### src/rtl/pc1sd_pkg.sv
package pc1sd_pkg;

    // Keystream rounds per byte and the width of the round counter.
    localparam int unsigned ROUNDS = 5;
    localparam int unsigned RND_W  = 3;

    // Key storage is kept as five 16-bit words, one per round.
    localparam int unsigned KEY_WORDS = 5;

    // Multiplier constants of the cipher.
    localparam logic [15:0] MUL_A = 16'h4e35;
    localparam logic [15:0] MUL_B = 16'h015a;

    // CRC restart value.
    localparam logic [15:0] CRC_INIT = 16'hffff;

    // Configuration register indexes.
    localparam int unsigned CFG_IDX_W = 1;
    localparam logic [CFG_IDX_W-1:0] CFG_KEY_HIGH = 1'b0;
    localparam logic [CFG_IDX_W-1:0] CFG_KEY_LOW  = 1'b1;

    // Reflected CRC-16 (0x8408) table, one nibble at a time.
    localparam logic [15:0] CRC_TAB [16] = '{
        16'h0000, 16'h1081, 16'h2102, 16'h3183, 16'h4204, 16'h5285, 16'h6306, 16'h7387,
        16'h8408, 16'h9489, 16'ha50a, 16'hb58b, 16'hc60c, 16'hd68d, 16'he70e, 16'hf78f
    };

    // Commands from the controller to the datapath.
    typedef struct packed {
        logic             load;   // input beat accepted
        logic             mul;    // first half of a round: products
        logic             add;    // second half of a round: sums and key word
        logic             fin;    // plaintext, key feedback, CRC, output register
        logic [RND_W-1:0] rnd;    // current round number
    } pc1sd_cmd_t;

endpackage

### src/rtl/pc1sd_dp.sv
module pc1sd_dp
    import pc1sd_pkg::*;
(
    input  logic                 clk,
    input  logic                 rst_n,
    input  pc1sd_cmd_t           cmd,
    input  logic                 cfg_we,
    input  logic [CFG_IDX_W-1:0] cfg_index,
    input  logic [63:0]          cfg_data,
    input  logic [7:0]           cipher_byte,
    input  logic                 first,
    input  logic                 last,
    output logic [7:0]           plain_byte,
    output logic [15:0]          running_crc,
    output logic                 end_of_sector
);

    // Architectural state.
    logic [15:0] key_high_reg;
    logic [63:0] key_low_reg;
    logic [15:0] key_word_reg [KEY_WORDS];
    logic [15:0] prod_carry_reg;
    logic [15:0] sum_carry_reg;
    logic [15:0] crc_reg;

    // Per-byte working registers.
    logic [7:0]  cb_reg;
    logic        last_reg;
    logic [15:0] word_reg;
    logic [15:0] acc_reg;
    logic [15:0] p1_reg;
    logic [15:0] p2_reg;
    logic [15:0] ka_reg;
    logic [7:0]  plain_reg;
    logic [15:0] crc_out_reg;
    logic        eos_reg;

    // Round logic.
    logic [15:0] kw;
    logic [15:0] k;
    logic [15:0] seed;
    logic [31:0] p1_full;
    logic [31:0] p2_full;
    logic [31:0] ka_full;
    logic [15:0] sum;
    logic [15:0] nk;

    // Finish logic.
    logic [7:0]  pb;
    logic [15:0] crc_lo;
    logic [15:0] crc_hi;

    // Multiply half of a round: pick the key word and form the three products.
    always_comb
    begin
        kw      = key_word_reg[cmd.rnd];
        k       = (cmd.rnd == '0) ? kw : (word_reg ^ kw);
        seed    = sum_carry_reg + {{(16-RND_W){1'b0}}, cmd.rnd};
        p1_full = seed * MUL_A;
        p2_full = MUL_B * k;
        ka_full = k * MUL_A;
    end

    // Add half of a round.
    assign sum = p1_reg + p2_reg + prod_carry_reg;
    assign nk  = ka_reg + 16'd1;

    // Plaintext and two CRC nibble steps, low nibble first.
    always_comb
    begin
        pb     = cb_reg ^ acc_reg[15:8] ^ acc_reg[7:0];
        crc_lo = {4'h0, crc_reg[15:4]} ^ CRC_TAB[crc_reg[3:0] ^ pb[3:0]];
        crc_hi = {4'h0, crc_lo[15:4]} ^ CRC_TAB[crc_lo[3:0] ^ pb[7:4]];
    end

    // Registers, key store, carries and CRC.
    always_ff @(posedge clk or negedge rst_n)
    begin
        if (!rst_n)
        begin
            key_high_reg   <= '0;
            key_low_reg    <= '0;
            prod_carry_reg <= '0;
            sum_carry_reg  <= '0;
            crc_reg        <= CRC_INIT;
            for (int i = 0; i < KEY_WORDS; i++)
            begin
                key_word_reg[i] <= '0;
            end
        end
        else
        begin
            if (cfg_we)
            begin
                unique case (cfg_index)
                    CFG_KEY_HIGH: key_high_reg <= cfg_data[15:0];
                    CFG_KEY_LOW:  key_low_reg  <= cfg_data;
                    default:      key_low_reg  <= key_low_reg;
                endcase
            end

            // A first byte restarts the key, the carries and the CRC.
            if (cmd.load && first)
            begin
                key_word_reg[0] <= key_high_reg;
                for (int i = 1; i < KEY_WORDS; i++)
                begin
                    key_word_reg[i] <= key_low_reg[79 - 16*i -: 16];
                end
                prod_carry_reg <= '0;
                sum_carry_reg  <= '0;
                crc_reg        <= CRC_INIT;
            end

            if (cmd.add)
            begin
                prod_carry_reg <= p2_reg;
                sum_carry_reg  <= sum;
            end

            // Plaintext feeds back into every key byte.
            if (cmd.fin)
            begin
                for (int i = 0; i < KEY_WORDS; i++)
                begin
                    key_word_reg[i] <= key_word_reg[i] ^ {pb, pb};
                end
                crc_reg <= crc_hi;
            end
        end
    end

    // Working registers and the output register.
    always_ff @(posedge clk)
    begin
        if (cmd.load)
        begin
            cb_reg   <= cipher_byte;
            last_reg <= last;
            acc_reg  <= '0;
        end
        if (cmd.mul)
        begin
            p1_reg <= p1_full[15:0];
            p2_reg <= p2_full[15:0];
            ka_reg <= ka_full[15:0];
        end
        if (cmd.add)
        begin
            word_reg <= nk;
            acc_reg  <= acc_reg ^ nk ^ sum;
        end
        if (cmd.fin)
        begin
            plain_reg   <= pb;
            crc_out_reg <= crc_hi;
            eos_reg     <= last_reg;
        end
    end

    assign plain_byte    = plain_reg;
    assign running_crc   = crc_out_reg;
    assign end_of_sector = eos_reg;

endmodule

### config.mk
export PLATFORM = sky130hd
export DESIGN_NAME = pc1sd_dp
export DESIGN_NICKNAME = d
export VERILOG_FILES = /design/src/rtl/pc1sd_pkg.sv /design/src/rtl/pc1sd_dp.sv
export SDC_FILE = /design/constraint.sdc
export NUM_CORES = 1
export LEC_CHECK = 0
export BUFFER_PORTS_ARGS = -buffer_cell sky130_fd_sc_hd__buf_2
export CORE_MARGIN = 2
export CORE_UTILIZATION = 62
export CTS_CLUSTER_SIZE = 10
export DETAILED_ROUTE_END_ITERATION = 7
export PLACE_DENSITY = 0.87
export SYNTH_ARGS = -nofsm -noshare
export SYNTH_HDL_FRONTEND = slang
export SYNTH_SLANG_ARGS = --single-unit
### constraint.sdc
create_clock -name clk -period 7.14 [get_ports clk]
set_input_delay 1.071 -clock clk [delete_from_list [all_inputs] [get_ports clk]]
set_output_delay 1.071 -clock clk [all_outputs]
set_load 0.03 [all_outputs]
# [Word level (Yosys, flattened, before mapping)]
# Memory sizes are Yosys's and may differ from the RTL's.
# Cells that the tools add are included.
[word_totals] out_inout_bits=25 rom_bits=512 n_memories=2 wordCells=74 reg_bits=321 inputBits=85
[op_classes] n_bitwise=18 n_reduce_logical=7 add_sub_neg=4 mux=17 mul=3 order_cmp=3
[mem_list] name="(name not given)" depth=16 word_bits=16 rd=1 rd_ports_with_merged_regs=0 wr=0 line_no="pc1sd_dp.sv:73" source="crc_hi = {4'h0, crc_lo[15:4]} ^ CRC_TAB[crc_lo[3:0] ^ pb[7:4]];"
[mem_list] name="(name not given)" depth=16 word_bits=16 rd=1 rd_ports_with_merged_regs=0 wr=0 line_no="pc1sd_dp.sv:72" source="crc_lo = {4'h0, crc_reg[15:4]} ^ CRC_TAB[crc_reg[3:0] ^ pb[3:0]];"
[ops] cell="2-to-1 mux 16 bit" n=14
[ops] cell="2-to-1 mux 80 bit" n=2
[ops] cell="XOR 16 bit" n=8
[ops] cell="binary-select mux 16 bit (select 3 bit)" n=1
[ops] cell="adder 16 bit" n=2
[ops] cell="multiplier 16 x 15 -> 16 bit, second input constant" n=2
[ops] cell="XOR 12 x 16 -> 16 bit" n=2
[ops] cell="adder 16 x 1 -> 16 bit, second input constant" n=1
[ops] cell="adder 16 x 3 -> 16 bit" n=1
[ops] cell="multiplier 8 x 16 -> 15 bit, first input constant" n=1
[ops] cell="XOR 8 bit" n=2
[ops] cell="greater-or-equal comparator 5 bit, second input constant" n=2
[ops] cell="inverter 4 -> 5 bit" n=2
[ops] cell="XOR 4 bit" n=2
[ops] cell="nonzero test 2 bit" n=3
[ops] cell="greater-or-equal comparator 4 bit, second input constant" n=1
[ops] cell="inverter 3 -> 4 bit" n=1
[ops] cell="AND reduction 2 bit" n=2
[ops] cell="logical NOT 3 bit" n=1
[ops] cell="logical AND 1 bit" n=1
[ops] cell="inverter 1 bit" n=1

# [Depth between registers and ports, before layout]
[logic_depth] word_depth=15 ltp_mapped=27 ltp_nobuf=23

# [Worst setup path after synthesis]
# Ideal clock, no wire load.
[synth_timing] path_kind="input-to-reg" startpoint="in cmd[1] in the netlist's numbering" endpoint="reg p1_reg[15] (data pin)" setup_time_ns=0.260 slack_ns=-0.012 required_time_ns=6.880 path_stages=21 n_path_buf=2 arrival_ns=6.892 path_cell_list="buf_2 -> buf_1 -> inv_1 -> fa_1 -> nor2b_1 -> o21ai_0 -> xnor2_1 -> and2_1 -> nor2_1 -> ha_1 -> ha_1 -> ha_1 -> fa_1 -> fa_1 -> fa_1 -> xnor2_1 -> xnor2_1 -> xnor2_1 -> xnor3_1 -> xnor3_1 -> xor2_1"
[synth_via] elab_chain_cells=2
[synth_rtl] element="start: declaration" line_no="pc1sd_dp.sv:6" source="input pc1sd_cmd_t cmd,"
[synth_rtl] element="adder 16 x 3 -> 16 bit" line_no="pc1sd_dp.sv:58" source="seed = sum_carry_reg + {{(16-RND_W){1'b0}}, cmd.rnd};"
[synth_rtl] element="multiplier 16 x 15 -> 16 bit" line_no="pc1sd_dp.sv:59" source="p1_full = seed * MUL_A;"
[synth_rtl] element="via p1_full[15]" line_no="pc1sd_dp.sv:42" source="logic [31:0] p1_full;"
[synth_rtl] element="end signal: assignment" line_no="pc1sd_dp.sv:144" source="p1_reg <= p1_full[15:0];"
[synth_rtl] element="end: declaration" line_no="pc1sd_dp.sv:31" source="logic [15:0] p1_reg;"
# The timed path passes the listed nets, and every way through them passes these cells.
# A chain may end at the register's enable or synchronous reset.

# [Worst setup path in the final report]
[layout_timing] startpoint="in cmd[0] in the netlist's numbering" endpoint="reg p1_reg[15] (data pin)"
# Same word-level chain as after synthesis.

==> results by group <==
Status
  – Status: complete, no violations

Timing
  – Final setup viols: 0
  – Slew HR: 26.8%
  – Period utilisation layout: 89.8%
  – Max Slew Vio Count: 0
  – Fmax: 156 MHz
  – Minimum clock period after layout: 6410 ps
  – Final Hold Fails: 0
  – Worst-margin pin slew: 1100 ps
  – RSZ-0062 raised after global routing: false
  – Setup TNS: 0 ps
  – Fin Clk Skew: 22.0 ps

Setup path
  – Startpoint type of the worst setup path: input port
  – Worst Setup Path Type: input port to flop
  – CP endpoint kind: flop
  – CP arrival: 6690 ps
  – Critical Path RT: 7420 ps
  – Critical path fanouts, max: 7

Logic synthesis
  – Synth top cells by count: 191 x dfrtp_1, 189 x inv_1, 167 x ha_1
  – Leading area contributor after synthesis: dfrtp_1
  – YS warnings: 0
  – Post-synth net total: 1988
  – Most common cell in the netlist: dfrtp_1
  – Syn Std Cell Area: 19900 um2
  – Synth top area share: 24.0%
  – Synth top area cells: dfrtp_1 24%, edfxtp_1 17%, ha_1 11%
  – Yosys cell types: 64
  – Synth Flop Type: dfrtp_1
  – Count of state elements after synthesis: 317
  – Seq/Total Area, Yosys: 42.8%
  – Number of synthesized flops with an enable pin: 110
  – Fraction of registers with async set/reset: 65.3%
  – Syn_area_per_cell: 12.1 um2
  – Cells after Synth: 1637

Placement
  – DPL Wire Length: 33300 um
  – Number of port buffers: 109
  – Routability congestion estimate: 0.936

Final layout
  – Diode count: 0
  – Final #Nets: 2108
  – Fill cell count: 2125
  – Multi-input logic area: 10500 um2
  – Layout area overhead: 10.7%
  – Layout cells sized above 1: 17.3%
  – Max FFs per register: 80
  – Register area: 8500 um2

Floorplanning
  – DIE AREA: 33500 um2
  – Initial Utilization: 63.0%
  – Chip width: 183 um
  – Core Footprint: 31600 um2
  – Die Y: 183 um
  – Ports: 110
  – # rows: 65

Global route
  – Initial antenna violation count: 0
  – Largest net degree at the start of global routing: 126
  – First-pass GRT wire length: 76400 um
  – Number of global-route vias before repair: 14400
  – Global route overflow: 0
  – Global-route usage over all layers: 29.1%

Detailed routing
  – Post-DR vias/cell: 6.25
  – 1st-iter DRT viols: 1287
  – Final wirelength: 47800 um
  – Via count: 13600
  – Routed Antenna Nets: 0
  – DR WL/cell: 21.9 um
  – Residual DRC: 0
  – Drt pass-1 iters: 5

Clock network
  – CTS clk-pin slew, worst paths: 60 ps
  – Clock tree from TritonCTS: yes
  – CTS Sinks: 317
  – Clk root buf: clkbuf_16
  – CTS Hold Buffers Added: 0
  – Skew-Pair Late Insertion Delay: 540 ps
  – TritonCTS buffer count: 38
  – Postcts setup bufs: 0
  – CTS resizes: 0
  – H-tree levels: 2
  – Clock buffer depth: 3

Run
  – Max-Cap Viols: 0

Min path
  – Tightest Hold Check Type: flop to flop
through the flow:
| stage | utilization, % | setup slack [ps] | instances | instance area (um2) | hold WS, ps |
|---|---|---|---|---|---|
| after floorplan | - | 143 | 1637 | 19900 | 400 |
| after global placement | 66.2 | 352 | 2119 | 20900 | 402 |
| after detailed placement | 66.2 | 203 | 2119 | 20900 | 408 |
| after CTS | 69.7 | 750 | 2179 | 22000 | 415 |
| after global routing | 69.7 | 411 | 2179 | 22000 | 424 |
| final | 69.7 | 730 | 2179 | 22000 | 419 |
routing by layer:
metal	track usage [%]	share of wire, %	up-vias
li1	-	-	6012
met1	37.9	40	6784
met2	48.7	48	671
met3	5.28	7.0	143
met4	11.7	4.2	0
met5	0	0	-
cell families after synthesis:
logic type	count (synthesis)	synth area share, %
compound gates	296	11.5
xor+xnor	174	8.68
fa+ha+maj	266	20.5
buf+inv	237	4.57
flops	317	42.8
mux	99	6.53
simple gates	248	5.49
placed cells by master (no fill, tap or decap), drive strengths merged, types with 21 or more instances in the layout:
cell type,count
ha,167
buf,126
fa,99
a21o,21
inv,189
mux2,80
o21ai,26
xnor2,109
a22o,27
dfrtp,191
xor2,56
a21oi,78
nor2,125
a221o,80
nand2,55
edfxtp,110
clkbuf,56
path summary, 6_finish.rpt:
| path | from | depth (start not counted) | slack, ps | endpoint |
|---|---|---|---|---|
| max reg2reg | sum_carry_reg[0]$_DFFE_PN0P_ | 22 | 990 | p1_reg[15]$_DFFE_PP_ |
| min in group asynchronous | rst_n | 1 | 690 | key_low_reg[34]$_DFFE_PN0P_ |
| min | last_reg$_DFFE_PP_ | 0 | 420 | end_of_sector$_DFFE_PP_ |
| min reg2reg | last_reg$_DFFE_PP_ | 0 | 420 | end_of_sector$_DFFE_PP_ |
| max | cmd[0] | 23 | 730 | p1_reg[15]$_DFFE_PP_ |
| max in group asynchronous | rst_n | 2 | 4810 | key_word_reg[38]$_DFFE_PN0P_ |
critical path, stage by stage:
cell	delay [ps]
buf_2	100
ha_1	160
inv_1	50
fa_1	400
nor2b_1	150
buf_4	140
o21bai_4	90
nand2b_1	190
xnor2_2	190
ha_1	300
inv_1	60
fa_1	540
inv_1	50
ha_1	310
fa_1	480
fa_1	520
fa_1	440
xnor2_1	220
xnor2_1	160
xnor2_1	190
xnor3_1	370
xnor3_1	360
xor2_1	150
area by class of cell:
cell class / instances / share of cell area [%]
Clock buffer: 55 / 4.71
Tap cell: 402 / 2.29
Timing Repair Buffer: 127 / 3.13
Multi-Input combinational cell: 1083 / 47.7
Sequential cell: 317 / 38.6
Clock inverter: 5 / 0.330
Inverter: 190 / 3.24
Power is not shown: default switching activity piles up to over one toggle a cycle in this logic, so the estimate is an artifact.
