## src/rtl/pc1sd_pkg.sv

```systemverilog
package pc1sd_pkg;

    // Keystream rounds per byte and the width of the round counter.
    localparam int unsigned ROUNDS = 5;
    localparam int unsigned RND_W  = 3;

    // Key storage is kept as five 16-bit words, one per round.
    localparam int unsigned KEY_WORDS = 5;

    // Multiplier constants of the cipher.
    localparam logic [15:0] MUL_A = 16'h4e35;
    localparam logic [15:0] MUL_B = 16'h015a;

    // CRC restart value.
    localparam logic [15:0] CRC_INIT = 16'hffff;

    // Configuration register indexes.
    localparam int unsigned CFG_IDX_W = 1;
    localparam logic [CFG_IDX_W-1:0] CFG_KEY_HIGH = 1'b0;
    localparam logic [CFG_IDX_W-1:0] CFG_KEY_LOW  = 1'b1;

    // Reflected CRC-16 (0x8408) table, one nibble at a time.
    localparam logic [15:0] CRC_TAB [16] = '{
        16'h0000, 16'h1081, 16'h2102, 16'h3183, 16'h4204, 16'h5285, 16'h6306, 16'h7387,
        16'h8408, 16'h9489, 16'ha50a, 16'hb58b, 16'hc60c, 16'hd68d, 16'he70e, 16'hf78f
    };

    // Commands from the controller to the datapath.
    typedef struct packed {
        logic             load;   // input beat accepted
        logic             mul;    // first half of a round: products
        logic             add;    // second half of a round: sums and key word
        logic             fin;    // plaintext, key feedback, CRC, output register
        logic [RND_W-1:0] rnd;    // current round number
    } pc1sd_cmd_t;

endpackage

```

## src/rtl/pc1sd_ctrl.sv

```systemverilog
module pc1sd_ctrl
    import pc1sd_pkg::*;
(
    input  logic       clk,
    input  logic       rst_n,
    input  logic       in_valid,
    output logic       in_ready,
    output logic       out_valid,
    input  logic       out_ready,
    output pc1sd_cmd_t cmd
);

    typedef enum logic [1:0] {
        S_IDLE,
        S_MUL,
        S_ADD,
        S_FIN
    } state_t;

    state_t           state_reg;
    logic [RND_W-1:0] rnd_reg;
    logic             out_valid_reg;
    logic             fin_go;

    // The result register can take a new byte when empty or being drained.
    assign fin_go = (state_reg == S_FIN) && (!out_valid_reg || out_ready);

    assign in_ready  = (state_reg == S_IDLE);
    assign out_valid = out_valid_reg;

    // Commands to the datapath.
    always_comb
    begin
        cmd.load = (state_reg == S_IDLE) && in_valid;
        cmd.mul  = (state_reg == S_MUL);
        cmd.add  = (state_reg == S_ADD);
        cmd.fin  = fin_go;
        cmd.rnd  = rnd_reg;
    end

    // Sequencer: accept, five rounds of multiply then add, finish.
    always_ff @(posedge clk or negedge rst_n)
    begin
        if (!rst_n)
        begin
            state_reg     <= S_IDLE;
            rnd_reg       <= '0;
            out_valid_reg <= 1'b0;
        end
        else
        begin
            unique case (state_reg)
                S_IDLE:
                begin
                    if (in_valid)
                    begin
                        state_reg <= S_MUL;
                        rnd_reg   <= '0;
                    end
                end
                S_MUL:
                begin
                    state_reg <= S_ADD;
                end
                S_ADD:
                begin
                    if (rnd_reg == RND_W'(ROUNDS - 1))
                    begin
                        state_reg <= S_FIN;
                    end
                    else
                    begin
                        state_reg <= S_MUL;
                        rnd_reg   <= rnd_reg + 1'b1;
                    end
                end
                S_FIN:
                begin
                    if (fin_go)
                    begin
                        state_reg <= S_IDLE;
                    end
                end
                default:
                begin
                    state_reg <= S_IDLE;
                end
            endcase

            // Output beat flag: loading wins over draining.
            priority if (fin_go)
            begin
                out_valid_reg <= 1'b1;
            end
            else if (out_ready)
            begin
                out_valid_reg <= 1'b0;
            end
        end
    end

endmodule

```

## config.mk

```make
export PLATFORM = sky130hd
export DESIGN_NAME = pc1sd_ctrl
export DESIGN_NICKNAME = d
export VERILOG_FILES = /design/src/rtl/pc1sd_pkg.sv /design/src/rtl/pc1sd_ctrl.sv
export SDC_FILE = /design/constraint.sdc
export NUM_CORES = 1
export LEC_CHECK = 0
export BUFFER_PORTS_ARGS = -buffer_cell sky130_fd_sc_hd__clkbuf_2
export CORE_AREA = 5 5 42 44
export CTS_CLUSTER_SIZE = 24
export DETAILED_ROUTE_END_ITERATION = 7
export DIE_AREA = 0 0 47 49
export GPL_TIMING_DRIVEN = 0
export PLACE_DENSITY_LB_ADDON = 0.08
export SLEW_MARGIN = 10
export SYNTH_ARGS = -nofsm -noshare
export SYNTH_HDL_FRONTEND = slang
export SYNTH_SLANG_ARGS = --single-unit
```

## constraint.sdc

```tcl
create_clock -name clk -period 1.2 [get_ports clk]
set_input_delay 0.36 -clock clk [delete_from_list [all_inputs] [get_ports clk]]
set_output_delay 0.36 -clock clk [all_outputs]
set_load 0.01 [all_outputs]
```

## Word level (Yosys, flattened, before mapping)

Index checks and enable logic that the tools add are counted.
W data, S select, Z words.

| word-level totals | value |
|---|---|
| bits in writable memories | 0 |
| input port bits | 4 |
| register bits after elaboration | 6 |
| latch bits | 0 |
| ROM bits | 0 |
| logic and storage cells | 29 |
| memories kept | 0 |

| operators by class | value |
|---|---|
| shifts and indexed selects | 0 |
| mux-type cells | 9 |
| reduce and logical (&&, ||, !) cells | 9 |
| $lt $le $gt $ge | 0 |
| div/mod/pow operators | 0 |
| multipliers | 0 |
| bitwise gates (word level) | 0 |
| add/subtract/negate cells | 1 |
| equal/unequal tests | 7 |

Operator list:

| cell | number |
|---|---|
| $pmux W2 S4 | 1 |
| $mux W2 | 3 |
| $mux W3 | 2 |
| $ne A2 B2 Y1 const B | 3 |
| $pmux W3 S2 | 1 |
| $eq A2 B2 Y1 const B | 2 |
| $reduce_bool A2 Y1 | 2 |
| $add A3 B1 Y3 const B | 1 |
| $eq A3 B3 Y1 const B | 1 |
| $reduce_and A3 Y1 | 1 |
| $eq A2 B1 Y1 const B | 1 |
| $logic_and A1 B1 Y1 | 2 |
| $logic_not A2 Y1 | 1 |
| $mux W1 | 2 |
| $reduce_and A2 Y1 | 1 |
| $logic_not A1 Y1 | 1 |
| $logic_or A1 B1 Y1 | 1 |

## Depth between registers and ports, before layout

Gate-level depths: netlist of run 1.

| logic depth | value |
|---|---|
| word-level depth | 5 |
| mapped depth | 5 |
| mapped depth without buffers | 5 |

## Worst setup path before layout of run 1

Ideal clock, no wire load.

| path | value |
|---|---|
| kind | register to register |
| start | register rnd_reg[0] |
| end | register rnd_reg[0] |
| data required time | 1.079 ns |
| data arrival time | 1.265 ns |
| stages on the path, launching flop included | 6 |
| clock period less this slack | 1.386 ns |
| library setup time | 0.121 ns |
| path slack | -0.186 ns |
| path through | dfrtp_1 > inv_1 > ha_1 > and3_1 > a21o_1 > a22o_1 |

| between the ends | value |
|---|---|
| cells in the longest elaborated chain, start to end | 3 |
| elaborated cells between the ends (all ways) | 6 |
| classes of those cells | 1 x add/sub; 2 x eq/ne; 2 x mux; 1 x reduce/logical |

RTL lines:

| what | line | source |
|---|---|---|
| from (decl) | pc1sd_ctrl.sv:21 | `logic [RND_W-1:0] rnd_reg;` |
| from (signal assigned) | pc1sd_ctrl.sv:74 | `rnd_reg <= rnd_reg + 1'b1;` |
| $add A3 B1 Y3 or $eq A3 B3 Y1 (tied branches) | pc1sd_ctrl.sv:74, pc1sd_ctrl.sv:67 |  |
| $mux W3 or $ne A2 B2 Y1 (tied branches) | -- |  |
| $pmux W3 S2 or $reduce_and A3 Y1 (tied branches) | -- |  |

Several ways; a longest one is shown, not always the timed one. The select of a mux whose other input is x is not followed.
A chain may end at the register's enable or synchronous reset.

==> impl_metrics.csv, run 1 <==
group,metric,value,unit
drt,via_count,386,
cts,cts_sinks,6,
critical_path,cpMaxStageDelayCell,"dfrtp_1",
outcome,violations,"negative setup slack",
drt,antenna_left,0,
sta,worstMarginPinSlew,0.229,ns
logic_synthesis,yosysUniqueCellTypes,19,
sta,skew,0.00927,ns
floorplan,die_width,47,um
critical_path,cpLargestDelayFamily,"flip-flops",
sta,tns,-1.16,ns
grt,antenna_found_initial,0,
sta,drv_slew,0,
critical_path,cp.required,0.84,ns
critical_path,worstPathMaxFanout,6,
critical_path,startpoint_type,"flop",
run,maxCapViolCount,0,
critical_path,reg2reg_to,"rnd_reg[0]$_DFFE_PN0P_",
placement,port_buffers,12,
drt,first_iter_violations,4,
logic_synthesis,yosys_warnings,0,
critical_path,startpoint,"state_reg[0]$_DFFE_PN0P_",
cts,numCtsBuffers,3,
drt,drc,0,
min_path,hp-class,"in2reg",
sta,rsz0062_at_grt,"yes",
floorplan,start_util,25.4,%
power_and_ir_drop,cellLeakagePower,0.331,nW
critical_path,end_kind,"primary output",
finish,fillers,146,
critical_path,path_class,"reg2out",
grt,grt_pass1_wl,1770,um
critical_path,path_cells,"buf_6 > nor2_4 > and2_4 > buf_6",
logic_synthesis,yosysSeqAreaShare,42.1,%
critical_path,critical_path_buf_inv_count,2,
min_path,min_to,"out_valid$_DFFE_PN0P_",
sta,min_period_over_period,120,%
finish,final_util,49.0,%
drt,wl_per_cell,13.0,um
cts,clk_pin_slew,0.04,ns
sta,setup_viol,7,
min_path,hold_depth,3,
logic_synthesis,avgSynthCellArea,9.38,um^2
power_and_ir_drop,power.density,2060,mW/mm^2
outcome,outcome,"complete, but fails checks",
cts,cts_tree,"done",
sta,fmax,696,MHz
floorplan,die_h,49,um
finish,syn2layout_area_growth,92.6,%
sta,maxSlewHeadroom,84.6,%
floorplan,num_rows,14,
placement,dp_cells,66,
grt,overflow,0,
critical_path,r2r_slack,-0.09,ns
finish,drive_above_1_share,67.7,%
cts,ctsLongestPathBuffers,2,
placement,dp.final_hpwl,680,um
sta,setup_ws,-0.237,ns
grt,grt_pass1_vias,381,
cts,ctsRootBufferMaster,"clkbuf_4",
drt,wirelength,1050,um
critical_path,crit_top_cell,"buf_6",
drt,post_drt_via_cell_ratio,4.77,
logic_synthesis,synth_fp_nets,44,
logic_synthesis,synthCells,38,
grt,grt_max_degree,8,
cts,clk_latency,0.24,ns
min_path,min_from,"out_ready",
logic_synthesis,synth.ff_latch_count,6,
power_and_ir_drop,ir_drop,733,uV
critical_path,arrival,1.08,ns
critical_path,r2r_start,"rnd_reg[0]$_DFFE_PN0P_",
sta,hold_viol,0,
drt,dr.pass1.iters,4,
placement,place_congestion,0.790,
critical_path,crit_path_max_incr_delay,0.36,ns
placement,pre_cts_ws,-0.167,ns
floorplan,core,0.00140,mm^2
cts,ctsHtreeMaxLevel,1,
logic_synthesis,syn_area,357,um^2
floorplan,die_area,0.00230,mm^2
finish,finalNonFillerCells,81,
finish,largest_reg_flops,3,
grt,track_usage,10.6,%
sta,timing.hold.ws,0.429,ns
critical_path,reg2reg_depth,5,
floorplan,ios,13,
finish,nets,72,
finish,diodes,0,
sta,min_period,1.44,ns
## layout by cell type (no fill, tap or decap), drive strengths merged, types with 2 or more instances in the layout
cell	n
a22o	2
nand2b	2
ha	2
nand2	2
clkbuf	9
buf	20
nor2	3
nor2b	4
a21oi	4
inv	3
dfrtp	6
## worst reg2reg max path: cells and delay by family (launching register included)
| kind | cells | cell delay [ns] |
|---|---|---|
| fa+ha+maj | 1 | 0.18 |
| compound gates | 2 | 0.35 |
| buf+inv | 1 | 0.07 |
| simple gates | 1 | 0.17 |
| flops | 1 | 0.41 |
## area by class of cell
type / instances / area (um^2) / area share, %
multi-input cells: 26 / 243 / 35.3
flip-flops and latches: 6 / 154 / 22.4
inverters: 3 / 13.8 / 2.00
plain buffers: 2 / 22.5 / 3.28
well taps: 16 / 20.0 / 2.91
clock buffers: 4 / 26.3 / 3.83
repair buffers: 24 / 208 / 30.2
## power by group
group	internal [W]	total, W	switching, W
logic	0.000496	0.000843	0.000346
clock network	0.000126	0.000201	0.0000746
registers	0.000278	0.000371	0.0000926
total	0.000901	0.00141	0.000514
## cells by family after synthesis
kind of cell / Yosys count / synth area share [%]
flip-flops: 6 / 42.1
AND/OR/NAND/NOR: 13 / 19.3
adder cells (fa/ha/maj): 2 / 7.02
AO/OA/AOI/OAI: 11 / 22.8
buffers and inverters: 6 / 8.77
## Yosys cell counts
cell | number | share of area [%]
dfrtp_1 | 6 | 42
inv_1 | 3 | 3.2
nor2_1 | 3 | 3.2
buf_4 | 2 | 4.2
a32o_1 | 1 | 2.8
nor2b_1 | 4 | 7.0
a22o_1 | 2 | 4.9
ha_1 | 2 | 7.0
a21oi_1 | 3 | 4.2
o21bai_1 | 1 | 2.1
a21oi_2 | 1 | 2.5
and3_1 | 1 | 1.8
buf_2 | 1 | 1.4
and2_1 | 1 | 1.8
a21o_1 | 1 | 2.1
a311oi_1 | 1 | 2.5
nand2_1 | 2 | 2.1
a31oi_1 | 1 | 1.8
nand2b_1 | 2 | 3.5
## what timing repair did
action	CTS	global route
cloned	0	0
setup endpoints to repair	8	12
buffers inserted	10	1
pin swaps	7	1
hold buffers	1	0
resized for setup	10	22
hold endpoints to repair	6	0
## per-layer routing
| metal | GRT usage (%) | routed length, um |
|---|---|---|
| met3 | 1.11 | 29 |
| met2 | 15.8 | 556 |
| met1 | 13.1 | 444 |
| met5 | 0 | 0 |
| met4 | 8.29 | 20 |
## how the worst max path moves through the flow
stage / cells past startpoint / slack, ns / to
final: 4 / -0.24 / cmd[6]
after global routing: 4 / -0.28 / cmd[6]
after global placement: 5 / -0.16 / cmd[3]
after CTS: 4 / -0.25 / cmd[6]
after detailed placement: 5 / -0.17 / cmd[3]
after floorplan: 5 / -0.04 / rnd_reg[0]$_DFFE_PN0P_
## metrics by stage
stage	total power [W]	cell area, um^2
after floorplan	0.000727	382
after global placement	0.000879	462
after CTS	0.00125	594
after detailed placement	0.000906	462
after global routing	0.00153	687
final	0.00141	687
(Power assumes the default switching activity.)
==> inputs of run 2 (changes only) <==
- ABC_AREA: default -> 1
- clock period: 1.2 -> 1.81 ns (I/O delays scaled with it)
==> run 2 against run 1 <==
The flow now finishes without violations; highest routed layer unchanged; combinational power fell by 60%; sequential power fell by 38%; utilization fell by 16 points; flip-flop and latch count did not move; largest power group unchanged.
==> impl_metrics.csv, run 2 <==
group,metric,value,unit
outcome,outcome,"complete, no violations",
drt,first_iter_violations,4,
critical_path,end_kind,"primary output",
logic_synthesis,synth_top_area_share,41.1,%
sta,worstMarginPinSlew,0.278,ns
logic_synthesis,synthTopCellsByCount,"17 x nand2_1, 8 x nor2_1, 6 x dfrtp_1, 6 x inv_1, 3 x nand3_1",
finish,most-common-layout-cells,"17 x nand2_1, 12 x clkbuf_2, 8 x nor2_1",
floorplan,core,0.00140,mm^2
sta,skew,0.00545,ns
logic_synthesis,yosys.area.top_type,"dfrtp_1",
power_and_ir_drop,cellLeakagePower,0.273,nW
logic_synthesis,synthTopCellsByArea,"dfrtp_1 41%, nand2_1 17%, nor2_1 8.2%",
drt,post_drt_via_cell_ratio,4.18,
cts,hold_buffers,0,
finish,drive_above_1_share,32.8,%
floorplan,ios,13,
floorplan,num_rows,14,
run,maxCapViolCount,0,
sta,rsz0062_at_grt,"no",
cts,cts_resized,0,
finish,final_common_cell,"nand2_1",
logic_synthesis,yosysSeqAreaShare,41.1,%
placement,dp_cells,80,
logic_synthesis,yosys_warnings,0,
logic_synthesis,avgSynthCellArea,7.03,um^2
power_and_ir_drop,power.density,1470,mW/mm^2
placement,place_congestion,0.712,
cts,ctsLongestPathBuffers,2,
cts,ctsHtreeMaxLevel,1,
grt,grt_max_degree,9,
sta,min_period,1.68,ns
cts,clk_pin_slew,0.05,ns
drt,dr.pass1.iters,4,
sta,tns,0,ns
cts,cts_sinks,6,
sta,hold_viol,0,
critical_path,path_class,"reg2out",
drt,wirelength,783,um
placement,dp.final_hpwl,630,um
logic_synthesis,async_flop_share,100,%
sta,setup_viol,0,
power_and_ir_drop,ir_drop,497,uV
sta,maxSlewHeadroom,81.2,%
logic_synthesis,synth_edf_count,0,
drt,via_count,347,
drt,antenna_left,0,
grt,antenna_found_initial,0,
finish,diodes,0,
critical_path,startpoint,"state_reg[0]$_DFFE_PN0P_",
placement,port_buffers,12,
logic_synthesis,synth_fp_nets,58,
min_path,hp-class,"in2async",
drt,wl_per_cell,9.43,um
logic_synthesis,synth.ff_latch_count,6,
sta,fmax,595,MHz
floorplan,start_util,26.1,%
sta,min_period_over_period,92.8,%
critical_path,arrival,1.14,ns
logic_synthesis,synthCells,52,
logic_synthesis,yosysUniqueCellTypes,12,
critical_path,startpoint_type,"flop",
critical_path,cp.required,1.27,ns
finish,finalNonFillerCells,83,
grt,track_usage,8.00,%
critical_path,worstPathMaxFanout,6,
sta,timing.hold.ws,0.116,ns
power_and_ir_drop,finalPower,0.000689,W
cts,numCtsBuffers,3,
finish,syn2layout_area_growth,28.1,%
sta,drv_slew,0,
logic_synthesis,synthFlopType,"dfrtp_1",
grt,grt_pass1_vias,320,
grt,grt_pass1_wl,1360,um
critical_path,r2r_start,"rnd_reg[0]$_DFFE_PN0P_",
drt,drc,0,
cts,post_cts_buffers,0,
floorplan,die_width,47,um
cts,clk_latency,0.24,ns
critical_path,reg2reg_depth,8,
logic_synthesis,syn_area,365,um^2
finish,fillers,159,
logic_synthesis,synth.most_common_cell,"nand2_1",
grt,overflow,0,
finish,nets,75,
cts,ctsRootBufferMaster,"clkbuf_4",
floorplan,die_h,49,um
floorplan,die_area,0.00230,mm^2
finish,largest_reg_flops,3,
cts,cts_tree,"done",
## run 2: critical path, stage by stage, from the launching register on
cell	delay, ns
dfrtp_1	0.47
nand2_1	0.10
nor2_1	0.11
buf_4	0.10
clkbuf_2	0.11
## run 2: metal layers
metal	track usage, %	part of all wire [%]
met1	10.3	47
met2	11.8	44
met3	2.21	6.4
met4	4.15	2.6
met5	0	0
## run 2: final cells by class
type                       instances  area, um^2  share of cell area [%]
multi-input combinational         36         170                    36.4
sequential                         6         150                    32.1
timing repair buffer              12        60.1                    12.8
inverter                           8        30.0                    6.42
clock buffer                       3        22.5                    4.81
tap                               16        20.0                    4.28
buffer                             2        15.0                    3.21
## run 2: path summary, 6_finish.rpt
check / to / slack, ns
max: cmd[3] / 0.13
min: rnd_reg[2]$_DFFE_PN0P_ / 0.12
max reg2reg: rnd_reg[0]$_DFFE_PN0P_ / 0.61
min reg2reg: rnd_reg[0]$_DFFE_PN0P_ / 0.53
max in group asynchronous: rnd_reg[1]$_DFFE_PN0P_ / 1.54
min in group clk: out_valid$_DFFE_PN0P_ / 0.51
## run 2: kinds of logic after synthesis
group	after synthesis	share of synthesized area [%]
fa+ha+maj	2	6.85
compound gates	2	2.74
simple gates	32	37.0
buf+inv	10	12.3
flops	6	41.1
## run 2: power by group
group	leakage (nW)	internal, W	switching (W)
logic	0.182	0.000136	0.000201
registers	0.0781	0.000183	0.0000479
clock network	0.0138	0.0000749	0.0000467
total	0.273	0.000394	0.000296
## run 2: per-stage QoR
stage | instance area, um^2 | utilization (%) | setup WS, ns
6_report | 468 | 33.4 | 0.130
2_1_floorplan | 365 | - | 0.418
3_5_place_dp | 445 | 31.8 | 0.214
5_1_grt | 468 | 33.4 | 0.0311
3_3_place_gp | 445 | 31.8 | 0.216
4_1_cts | 468 | 33.4 | 0.115
==> inputs of run 3 (changes only) <==
--- a/config.mk
+++ b/config.mk
@@ -8,8 +8,8 @@
 export ABC_AREA = 1
 export BUFFER_PORTS_ARGS = -buffer_cell sky130_fd_sc_hd__clkbuf_2
-export CORE_AREA = 5 5 42 44
+export CORE_AREA = 2 2 39 41
 export CTS_CLUSTER_SIZE = 24
 export DETAILED_ROUTE_END_ITERATION = 7
-export DIE_AREA = 0 0 47 49
+export DIE_AREA = 0 0 41 43
 export GPL_TIMING_DRIVEN = 0
 export PLACE_DENSITY_LB_ADDON = 0.08
==> constraint.sdc (replaced) <==
create_clock -name clk -period 1.81 [get_ports clk]
set_input_delay 0.543 -clock clk [delete_from_list [all_inputs] [get_ports clk]]
set_output_delay 0.543 -clock clk [all_outputs]
set_load 0.1 [all_outputs]
==> run 3 against run 2 <==
Utilization increased by 6.4 points; die area decreased by 23%; first-iteration DRC count decreased by 50%; global-route usage increased by 2.2 points; setup slack got worse by 0.058 ns.
==> impl_metrics.csv, run 3 (synthesis gave the netlist of run 2 again) <==
group,metric,value,unit
cts,clk_pin_slew,0.04,ns
drt,dr.pass1.iters,2,
critical_path,arrival,1.20,ns
sta,fmax,575,MHz
critical_path,end_kind,"primary output",
grt,grt_pass1_wl,1150,um
floorplan,ios,13,
finish,nets,75,
finish,largest_reg_flops,3,
critical_path,critical_path_buf_inv_count,2,
critical_path,path_class,"reg2out",
drt,wl_per_cell,8.40,um
drt,wirelength,697,um
cts,cts_resized,9,
placement,place_congestion,0.677,
cts,ctsHtreeMaxLevel,1,
drt,antenna_left,0,
sta,drv_slew,0,
placement,pre_cts_ws,-0.0538,ns
sta,min_period_over_period,96.0,%
cts,hold_buffers,0,
floorplan,die_width,41,um
outcome,outcome,"complete, no violations",
cts,post_cts_buffers,0,
placement,dp.final_hpwl,602,um
critical_path,cpLargestDelayFamily,"flip-flops",
finish,drive_above_1_share,44.8,%
grt,overflow,0,
sta,min_period,1.74,ns
finish,multi_input_area,206,um^2
placement,port_buffers,12,
finish,fillers,158,
placement,place_area,479,um^2
critical_path,reg2reg_depth,7,
sta,timing.hold.ws,0.123,ns
floorplan,die_area,0.00176,mm^2
critical_path,path_cells,"inv_2 > nor2_4 > buf_4",
sta,setup_viol,0,
critical_path,crit_path_max_incr_delay,0.49,ns
critical_path,cpMaxStageDelayCell,"dfrtp_2",
finish,final_area,551,um^2
sta,skew,0.00107,ns
grt,grt_pass1_vias,320,
finish,regArea,154,um^2
critical_path,r2r_start,"rnd_reg[0]$_DFFE_PN0P_",
cts,clk_latency,0.23,ns
drt,post_drt_via_cell_ratio,4.13,
drt,via_count,343,
critical_path,r2r_slack,0.65,ns
cts,cts_tree,"done",
floorplan,start_util,26.4,%
floorplan,die_h,43,um
cts,ctsRootBufferMaster,"clkbuf_4",
sta,maxSlewHeadroom,64.2,%
floorplan,core,0.00138,mm^2
critical_path,reg2reg_to,"rnd_reg[2]$_DFFE_PN0P_",
sta,worstMarginPinSlew,0.539,ns
sta,hold_viol,0,
cts,ctsLongestPathBuffers,2,
sta,setup_ws,0.0718,ns
grt,antenna_found_initial,0,
sta,rsz0062_at_grt,"no",
finish,final_common_cell,"nand2_1",
critical_path,worstPathMaxFanout,6,
finish,diodes,0,
run,maxCapViolCount,0,
grt,grt_max_degree,9,
cts,numCtsBuffers,3,
finish,syn2layout_area_growth,50.7,%
critical_path,cp.required,1.27,ns
critical_path,startpoint_type,"flop",
floorplan,num_rows,14,
cts,cts_sinks,6,
drt,first_iter_violations,2,
finish,most-common-layout-cells,"16 x nand2_1, 7 x clkbuf_2, 6 x inv_1",
drt,drc,0,
grt,track_usage,10.2,%
min_path,hp-class,"in2async",
run 3: cell types whose count changed in the layout (fill, tap and decap cells not counted):
cell | previous run | this run
nor3b_1 | 1 | 0
nor2_4 | 0 | 3
nand2_2 | 2 | 3
buf_12 | 0 | 1
clkbuf_8 | 0 | 1
clkbuf_4 | 3 | 4
clkbuf_2 | 12 | 7
dfrtp_1 | 6 | 3
buf_8 | 0 | 1
nor2_1 | 8 | 5
buf_6 | 0 | 1
nand2_1 | 17 | 16
dfrtp_2 | 0 | 3
nor3b_4 | 0 | 1
run 3: routing by layer:
metal / share of wire, % / up-vias / GRT usage (%)
li1: - / 188 / -
met1: 51 / 147 / 12.2
met2: 42 / 6 / 13.4
met3: 4.7 / 2 / 3.14
met4: 1.7 / 0 / 10.0
met5: 0 / - / 0
run 3: worst reg2reg max path, stage by stage, from the launching register on:
cell and delay [ns]:
dfrtp_2 0.42, inv_1 0.08, ha_1 0.15, nand2_1 0.10, nor2_1 0.15, nor2_1 0.05
nand2_1 0.06, nand2_1 0.04
run 3: per-stage QoR:
step / util, % / TNS (ns) / std cells
after floorplan: - / -0.103 / 52
after global placement: 34.6 / -0.0674 / 80
after detailed placement: 34.6 / -0.0670 / 80
after CTS: 38.6 / 0 / 83
after global routing: 39.8 / 0 / 83
final: 39.8 / 0 / 83
run 3: worst max path at each step:
stage / start / end / slack (ns) / cells past startpoint
finish: state_reg[0]$_DFFE_PN0P_ / cmd[5] / 0.07 / 3
global route: state_reg[0]$_DFFE_PN0P_ / cmd[3] / 0.002 / 4
CTS: state_reg[1]$_DFFE_PN0P_ / cmd[3] / 0.005 / 5
detailed placement: state_reg[0]$_DFFE_PN0P_ / cmd[3] / -0.05 / 4
global placement: state_reg[0]$_DFFE_PN0P_ / cmd[3] / -0.06 / 4
floorplan: in_valid / cmd[6] / -0.10 / 1
run 3: layout make-up:
| class | count | share of cell area [%] |
|---|---|---|
| sequential | 6 | 28.0 |
| timing repair buffer | 12 | 18.0 |
| buffer | 2 | 3.41 |
| inverter | 8 | 5.45 |
| tap | 16 | 3.64 |
| multi-input combinational | 36 | 37.5 |
| clock buffer | 3 | 4.09 |
Power of run 3 is left out: the tool's default activity adds up to more than one toggle a clock period on the data nets, which glitch-free logic cannot reach.
